<file path="config.mk">
export PLATFORM = sky130hd
export DESIGN_NAME = ptw_ctrl
export DESIGN_NICKNAME = d
export VERILOG_FILES = /design/src/rtl/ptw_pkg.sv /design/src/rtl/ptw_ctrl.sv
export SDC_FILE = /design/constraint.sdc
export NUM_CORES = 1
export LEC_CHECK = 0
export ABC_CLOCK_PERIOD_IN_PS = 4500
export BUFFER_PORTS_ARGS = -buffer_cell sky130_fd_sc_hd__buf_2
export CELL_PAD_IN_SITES_DETAIL_PLACEMENT = 1
export CELL_PAD_IN_SITES_GLOBAL_PLACEMENT = 2
export CORE_UTILIZATION = 33
export DETAILED_ROUTE_END_ITERATION = 8
export PLACE_DENSITY_LB_ADDON = 0.3
export SKIP_LAST_GASP = 1
export SYNTH_ARGS = -nofsm -noshare
export SYNTH_HDL_FRONTEND = slang
export SYNTH_SLANG_ARGS = --single-unit
</file>
<file path="constraint.sdc">
create_clock -name clk -period 4.5 [get_ports clk]
set_input_delay 0.45 -clock clk [delete_from_list [all_inputs] [get_ports clk]]
set_output_delay 0.45 -clock clk [all_outputs]
set_load 0.005 [all_outputs]
</file>
<file path="src/rtl/ptw_pkg.sv">
`timescale 1ns / 1ps
// shared types, codes and field layout of the four-level page table walker
// no dependencies; imported by every module of the block
package ptw_pkg;

	// default sizing, handed to the top level parameters
	localparam int NODE_COUNT_DEF = 64;
	localparam int LEVEL_BITS_DEF = 9;
	localparam int FRAME_BITS_DEF = 28;

	// fixed field widths
	localparam int CMD_W      = 2;
	localparam int PAGE_W     = 36;
	localparam int FRAME_IN_W = 28;
	localparam int COUNT_W    = 10;
	localparam int VA_W       = 48;
	localparam int OFFSET_W   = 12;
	localparam int STATUS_W   = 3;
	localparam int PA_W       = 40;

	// stream layout, lowest field first
	localparam int IN_TDATA_W   = 128;
	localparam int IN_PAGE_LSB  = 0;
	localparam int IN_FRAME_LSB = IN_PAGE_LSB + PAGE_W;
	localparam int IN_COUNT_LSB = IN_FRAME_LSB + FRAME_IN_W;
	localparam int IN_VA_LSB    = IN_COUNT_LSB + COUNT_W;
	localparam int OUT_TDATA_W  = 48;
	localparam int OUT_OK_BIT   = 0;
	localparam int OUT_ST_LSB   = 1;
	localparam int OUT_PA_LSB   = OUT_ST_LSB + STATUS_W;
	localparam int OUT_PAD_W    = OUT_TDATA_W - OUT_PA_LSB - PA_W;

	// the leaf level of the walk
	localparam logic [1:0] LEAF_LEVEL = 2'd3;

	typedef enum logic [CMD_W-1:0] {
		CMD_MAP   = 2'd0,
		CMD_UNMAP = 2'd1,
		CMD_XLATE = 2'd2
	} cmd_t;

	typedef enum logic [STATUS_W-1:0] {
		ST_OK         = 3'd0,
		ST_PAGE_ZERO  = 3'd1,
		ST_MAPPED     = 3'd2,
		ST_NOT_MAPPED = 3'd3,
		ST_POOL_FULL  = 3'd4
	} status_t;

	typedef enum logic [2:0] {
		S_CLEAR,
		S_IDLE,
		S_ADV,
		S_WALK,
		S_FIN
	} ptw_state_t;

	// node store port strobes
	typedef struct packed {
		logic wr_en;
		logic rd_en;
	} mem_ctl_t;

endpackage

</file>
<file path="src/rtl/ptw_ctrl.sv">
`timescale 1ns / 1ps
// walk sequencer: clearing pass, map / unmap / translate walks, node pool, result register
// depends on ptw_pkg; drives ptw_node_store
module ptw_ctrl import ptw_pkg::*; #(
	parameter int NODE_COUNT = NODE_COUNT_DEF,
	parameter int LEVEL_BITS = LEVEL_BITS_DEF,
	parameter int FRAME_BITS = FRAME_BITS_DEF
) (
	input  logic                                     clk,
	input  logic                                     arst_n,
	input  logic                                     in_valid,
	output logic                                     in_ready,
	input  cmd_t                                     in_cmd,
	input  logic [PAGE_W-1:0]                        in_page,
	input  logic [FRAME_IN_W-1:0]                    in_frame,
	input  logic [COUNT_W-1:0]                       in_count,
	input  logic [VA_W-1:0]                          in_va,
	output logic                                     out_valid,
	input  logic                                     out_ready,
	output logic                                     out_ok,
	output status_t                                  out_status,
	output logic [PA_W-1:0]                          out_pa,
	output mem_ctl_t                                 mem_ctl,
	output logic [$clog2(NODE_COUNT)+LEVEL_BITS-1:0] wr_addr,
	output logic [FRAME_BITS:0]                      wr_data,
	output logic [$clog2(NODE_COUNT)+LEVEL_BITS-1:0] rd_addr,
	input  logic [FRAME_BITS:0]                      rd_data
);

	localparam int NODE_W  = $clog2(NODE_COUNT);
	localparam int ADDR_W  = NODE_W + LEVEL_BITS;
	localparam int DEPTH   = NODE_COUNT << LEVEL_BITS;
	localparam int STORE_W = FRAME_BITS + 1;
	localparam int FREE_W  = $clog2(NODE_COUNT + 1);

	function automatic logic [LEVEL_BITS-1:0] level_idx(input logic [PAGE_W-1:0] pg,
		input logic [1:0] lv);
		logic [PAGE_W-1:0] sh;
		sh = pg >> (lv * LEVEL_BITS);
		return sh[LEVEL_BITS-1:0];
	endfunction

	ptw_state_t           state_q, state_d;
	logic [ADDR_W-1:0]    clr_addr_q, clr_addr_d;
	cmd_t                 cmd_q, cmd_d;
	logic [PAGE_W-1:0]    page_q, page_d;
	logic [FRAME_BITS-1:0] frame_q, frame_d;
	logic [COUNT_W-1:0]   cnt_q, cnt_d;
	logic [OFFSET_W-1:0]  off_q, off_d;
	logic                 any_q, any_d;
	logic [NODE_W-1:0]    node_q, node_d;
	logic [1:0]           level_q, level_d;
	logic [FREE_W-1:0]    free_q, free_d;

	logic                 out_valid_q;
	logic                 out_ok_q;
	status_t              out_st_q;
	logic [PA_W-1:0]      out_pa_q;
	status_t              hold_st_q;
	logic [PA_W-1:0]      hold_pa_q;

	logic                 fin;
	status_t              fin_st;
	logic [PA_W-1:0]      fin_pa;
	logic                 descend;
	logic                 nxt_page;
	logic                 slot_free;
	logic                 link_ok;
	logic                 leaf_valid;
	logic                 pool_full;
	logic [NODE_W-1:0]    next_node;
	logic [ADDR_W-1:0]    slot;

	assign slot_free = !out_valid_q || out_ready;

	always_comb begin
		state_d    = state_q;
		clr_addr_d = clr_addr_q;
		cmd_d      = cmd_q;
		page_d     = page_q;
		frame_d    = frame_q;
		cnt_d      = cnt_q;
		off_d      = off_q;
		any_d      = any_q;
		node_d     = node_q;
		level_d    = level_q;
		free_d     = free_q;
		in_ready   = 1'b0;
		mem_ctl    = '0;
		wr_addr    = '0;
		wr_data    = '0;
		rd_addr    = '0;
		fin        = 1'b0;
		fin_st     = ST_NOT_MAPPED;
		fin_pa     = '1;
		descend    = 1'b0;
		nxt_page   = 1'b0;

		slot       = {node_q, level_idx(page_q, level_q)};
		link_ok    = (rd_data != '0) && (rd_data < STORE_W'(NODE_COUNT));
		leaf_valid = rd_data[FRAME_BITS];
		pool_full  = free_q >= FREE_W'(NODE_COUNT);
		next_node  = link_ok ? rd_data[NODE_W-1:0] : free_q[NODE_W-1:0];

		unique case (state_q)
			S_CLEAR: begin
				mem_ctl.wr_en = 1'b1;
				wr_addr       = clr_addr_q;
				clr_addr_d    = clr_addr_q + ADDR_W'(1);
				if (clr_addr_q == ADDR_W'(DEPTH - 1)) begin
					state_d = S_IDLE;
				end
			end
			S_IDLE: begin
				in_ready = 1'b1;
				if (in_valid) begin
					cmd_d = in_cmd;
					case (in_cmd) inside
						CMD_MAP, CMD_UNMAP: begin
							if (in_page == '0) begin
								fin    = 1'b1;
								fin_st = ST_PAGE_ZERO;
							end else begin
								page_d  = in_page;
								cnt_d   = in_count;
								frame_d = FRAME_BITS'(in_frame);
								any_d   = 1'b0;
								state_d = S_ADV;
							end
						end
						CMD_XLATE: begin
							if (in_va[VA_W-1:OFFSET_W] == '0) begin
								fin = 1'b1;
							end else begin
								page_d        = in_va[VA_W-1:OFFSET_W];
								off_d         = in_va[OFFSET_W-1:0];
								node_d        = '0;
								level_d       = '0;
								mem_ctl.rd_en = 1'b1;
								rd_addr       = {NODE_W'(0), level_idx(in_va[VA_W-1:OFFSET_W], 2'd0)};
								state_d       = S_WALK;
							end
						end
						default: begin
							fin = 1'b1;
						end
					endcase
				end
			end
			S_ADV: begin
				if (cnt_q == '0) begin
					fin    = 1'b1;
					fin_st = (cmd_q == CMD_UNMAP && !any_q) ? ST_NOT_MAPPED : ST_OK;
				end else if (page_q == '0) begin
					// the run wrapped onto page zero
					if (cmd_q == CMD_MAP) begin
						fin    = 1'b1;
						fin_st = ST_PAGE_ZERO;
					end else begin
						nxt_page = 1'b1;
					end
				end else begin
					mem_ctl.rd_en = 1'b1;
					rd_addr       = {NODE_W'(0), level_idx(page_q, 2'd0)};
					node_d        = '0;
					level_d       = '0;
					state_d       = S_WALK;
				end
			end
			S_WALK: begin
				if (level_q != LEAF_LEVEL) begin
					if (link_ok) begin
						descend = 1'b1;
					end else if (cmd_q == CMD_MAP) begin
						if (pool_full) begin
							fin    = 1'b1;
							fin_st = ST_POOL_FULL;
						end else begin
							mem_ctl.wr_en = 1'b1;
							wr_addr       = slot;
							wr_data       = STORE_W'(free_q);
							free_d        = free_q + FREE_W'(1);
							descend       = 1'b1;
						end
					end else if (cmd_q == CMD_UNMAP) begin
						nxt_page = 1'b1;
					end else begin
						fin = 1'b1;
					end
				end else begin
					case (cmd_q)
						CMD_MAP: begin
							if (leaf_valid) begin
								fin    = 1'b1;
								fin_st = ST_MAPPED;
							end else begin
								mem_ctl.wr_en = 1'b1;
								wr_addr       = slot;
								wr_data       = {1'b1, frame_q};
								nxt_page      = 1'b1;
							end
						end
						CMD_UNMAP: begin
							if (leaf_valid) begin
								mem_ctl.wr_en = 1'b1;
								wr_addr       = slot;
								wr_data       = {1'b0, rd_data[FRAME_BITS-1:0]};
								any_d         = 1'b1;
							end
							nxt_page = 1'b1;
						end
						default: begin
							fin = 1'b1;
							if (leaf_valid) begin
								fin_st = ST_OK;
								fin_pa = PA_W'({rd_data[FRAME_BITS-1:0], off_q});
							end
						end
					endcase
				end
			end
			S_FIN: begin
				if (slot_free) begin
					state_d = S_IDLE;
				end
			end
			default: begin
				state_d = S_IDLE;
			end
		endcase

		// next level read overlaps the decision on this one
		if (descend) begin
			mem_ctl.rd_en = 1'b1;
			rd_addr       = {next_node, level_idx(page_q, level_q + 2'd1)};
			node_d        = next_node;
			level_d       = level_q + 2'd1;
		end
		if (nxt_page) begin
			page_d  = page_q + PAGE_W'(1);
			cnt_d   = cnt_q - COUNT_W'(1);
			frame_d = frame_q + FRAME_BITS'(1);
			state_d = S_ADV;
		end
		if (fin) begin
			state_d = slot_free ? S_IDLE : S_FIN;
		end
	end

	always_ff @(posedge clk or negedge arst_n) begin
		if (!arst_n) begin
			state_q     <= S_CLEAR;
			clr_addr_q  <= '0;
			free_q      <= FREE_W'(1);
			cmd_q       <= CMD_MAP;
			any_q       <= 1'b0;
			level_q     <= '0;
			out_valid_q <= 1'b0;
		end else begin
			state_q    <= state_d;
			clr_addr_q <= clr_addr_d;
			free_q     <= free_d;
			cmd_q      <= cmd_d;
			any_q      <= any_d;
			level_q    <= level_d;
			if ((fin || state_q == S_FIN) && slot_free) begin
				out_valid_q <= 1'b1;
			end else if (out_ready) begin
				out_valid_q <= 1'b0;
			end
		end
	end

	always_ff @(posedge clk) begin
		page_q  <= page_d;
		frame_q <= frame_d;
		cnt_q   <= cnt_d;
		off_q   <= off_d;
		node_q  <= node_d;
		if (fin && !slot_free) begin
			hold_st_q <= fin_st;
			hold_pa_q <= fin_pa;
		end
		if (fin && slot_free) begin
			out_ok_q <= (fin_st == ST_OK);
			out_st_q <= fin_st;
			out_pa_q <= fin_pa;
		end else if (state_q == S_FIN && slot_free) begin
			out_ok_q <= (hold_st_q == ST_OK);
			out_st_q <= hold_st_q;
			out_pa_q <= hold_pa_q;
		end
	end

	assign out_valid  = out_valid_q;
	assign out_ok     = out_ok_q;
	assign out_status = out_st_q;
	assign out_pa     = out_pa_q;

endmodule

</file>
==> results_dict.tcl <==
set metrics [dict create \
    hold_buffers 0 \
    async_flop_share 0.148 \
    fillCellCount 3885 \
    vias 9295 \
    clkLatencyLatePin_ns 0.54 \
    postCtsSetupBuffers 0 \
    period_share 0.887 \
    highest_layer "met4" \
    clkSinkCount 210 \
    cts.clk_slew.worst_paths_ns 0.06 \
    area_delta_synth_final_pct 21.8 \
    core_um2 35900 \
    nets 1417 \
    ys_warn_count 0 \
    cp_num_buf_inv 1 \
    cts_tree "done" \
    cts_buffers 26 \
    initial_utilization 0.339 \
    grt_pass1_wl_um 59300 \
    ctsResizeCount 0 \
    cts_root_buffer "clkbuf_16" \
    rows 69 \
    crit_chain "nor2b_1 > nor2b_1 > nor2b_1 > nor2b_1 > a221o_1 > buf_2" \
    slew_headroom 0.200 \
    drv_cap 0 \
    dp_cells 1685 \
    avgViaCountPerCell 5.36 \
    place_hpwl_um 29000 \
    r2r_slack_ns 0.93 \
    worst_setup_path_start_kind "flip-flop" \
    synth_top_area_frac 0.442 \
    cp-startpoint "state_q[2]$_DFFE_PN0P_" \
    io_pins 264 \
    holdWs_ns -0.00326 \
    finalMaxSlewViolations 0 \
    hold_class "input pin to async pin" \
    worst_path_max_delay_cell "nor2b_1" \
    rsz0062_at_grt "false" \
    final_common_cell "buf_2" \
    detail-route-antenna-nets 0 \
    r2r_end "page_q[25]$_DFFE_PP_" \
    r2r-start "cnt_q[0]$_DFFE_PP_" \
    cp.arrival_ns 3.54 \
    yosysTopAreaCell "edfxtp_1" \
    yosysUniqueCellTypes 60 \
    grt_max_degree 45 \
    synth-seq-cells 210 \
    clk_path_buf_depth 3 \
    synthTopCellsByArea "edfxtp_1 (44%), mux2i_1 (6.4%), dfrtp_1 (6.2%)" \
    clock_skew_ns 0.0183 \
    synth_edf_count 179 \
    die_w_um 194 \
    violations "negative hold slack" \
    layout_common_cells "buf_2 (263), edfxtp_1 (179), mux2i_1 (78), nor2_1 (73), nand2_1 (50)" \
    crit_family "simple AND/OR/NAND/NOR gates" \
    slowest_delay_ns 0.94 \
    drtIter0Drc 470 \
    gr-total-overflow 0 \
    synth_ff_type "edfxtp_1" \
    die_height_um 194 \
    grt_pass1_vias 9666 \
    cts_htree_levels 1 \
    tns_ns 0 \
    synth_nets 1165 \
    wl_met2_um 17500 \
    worst_pin_slew_ns 1.19 \
    grt.total_usage 0.202 \
    wirelength_met1_um 18000 \
    die_area_um2 37600 \
    final_cells 1735 \
    cp_common_cell "nor2b_1" \
    crit_type "flip-flop to primary output" \
    drt-pass1-iter-count 5 \
    powerDensity_nw_per_um2 456 \
    antenna_found_initial 2 \
    drive_above_1_share 0.340 \
    syn_inst 1000 \
    end_kind "primary output" \
    ys_seq_area_frac 0.506 \
    leakage_nw 5.74 \
    fmax_mhz 250 \
    routed_wl_um 38200 \
    synth_area_um2 12200 \
    ff2ff_path_depth 9 \
    syn_avg_cell_area_um2 12.2 \
    port_buffers 263 \
    routedWlPerCell_um 22.0 \
    hold_viol 1 \
    route.met3.wl_um 1600 \
    status "finished with violations" \
    gp_congestion 0.845 \
    drc 0 \
    cp.depth 6 \
    path_max_fanout 11 \
    fin_crit_ns 3.99 \
    ir_worst_vdd_mv 0.209 \
    setup_violations 0 \
    cp.required_ns 4.05 \
]
cell usage after synthesis (15+ instances only):
| library cell | instances |
|---|---|
| mux2_2 | 43 |
| clkbuf_1 | 45 |
| xnor2_1 | 48 |
| o21ai_0 | 18 |
| nor4_1 | 36 |
| nand3_1 | 32 |
| a22o_1 | 15 |
| mux4_2 | 18 |
| a22oi_1 | 28 |
| nor3_1 | 21 |
| dfrtp_1 | 30 |
| inv_1 | 20 |
| nor2_1 | 75 |
| edfxtp_1 | 179 |
| nand4_1 | 26 |
| xor2_1 | 37 |
| nand2_1 | 50 |
| mux2_4 | 39 |
| mux2i_1 | 78 |
| or3_1 | 44 |
through the flow:
step | hold slack [ns] | utilization | power [mW] | cell area [µm²] | worst slack, ns
after detailed placement | 0.494 | 0.390 | 4.84 | 14000 | 0.575
final | -0.00326 | 0.412 | 6.75 | 14800 | 0.508
after floorplan | 0.154 | - | 4.10 | 12200 | 0.0113
after CTS | 0.00337 | 0.412 | 6.84 | 14800 | 0.521
after global routing | 0.0449 | 0.412 | 7.08 | 14800 | 0.333
after global placement | 0.485 | 0.390 | 4.79 | 14000 | 0.627
where the power goes:
part	switching [mW]	total (mW)	internal (mW)
Sequential	0.393	2.98	2.59
Combinational	1.02	1.80	0.789
Clock	0.798	1.96	1.16
Total	2.21	6.75	4.54
layout make-up:
type	instances	area (µm²)	share of cell area
multi-input combinational	709	5700	0.385
antenna	2	5.00	0.000338
clock buffer	41	727	0.0491
sequential	210	6150	0.415
inverter	20	75.1	0.00507
timing repair buffer	285	1510	0.102
clock inverter	7	70.1	0.00473
tap	461	577	0.0389
cell families after synthesis:
group,share of synthesized area
AND/OR/NAND/NOR,0.146
flip-flops,0.506
multiplexers,0.186
AO/OA/AOI/OAI,0.0646
XOR/XNOR,0.0612
buffers and inverters,0.0287
adder cells (fa/ha/maj),0.00823
state kept, by name, indices dropped and copies added (netlist names), 7 cells and up:
name and cells:
free_q 7, page_q 36, clr_addr_q 15, cnt_q 10, off_q 12, out_pa 40, hold_pa_q 40, frame_q 28
worst max path at each step:
stage	endpoint	slack (ns)
6_report	rd_addr[2]	0.51
5_1_grt	rd_addr[2]	0.33
4_1_cts	rd_addr[1]	0.52
3_5_place_dp	out_pa[20]$_DFFE_PP_	0.57
3_3_place_gp	out_pa[21]$_DFFE_PP_	0.63
2_1_floorplan	hold_pa_q[0]$_DFFE_PP_	0.01
worst reg2reg max path, delay by kind of cell (launching register included):
kind / cells / cell delay [ns]
AND/OR/NAND/NOR: 3 / 1.28
buffers and inverters: 3 / 1.01
flip-flops: 1 / 0.38
AO/OA/AOI/OAI: 1 / 0.27
multiplexers: 1 / 0.26
adder cells (fa/ha/maj): 1 / 0.20
metal layers:
metal / up-vias / track usage
met5: - / 0
met4: 0 / 0.0611
met3: 64 / 0.0270
met2: 288 / 0.324
met1: 4602 / 0.282
li1: 4341 / -
No activity file was read; power rests on OpenSTA's default activity.
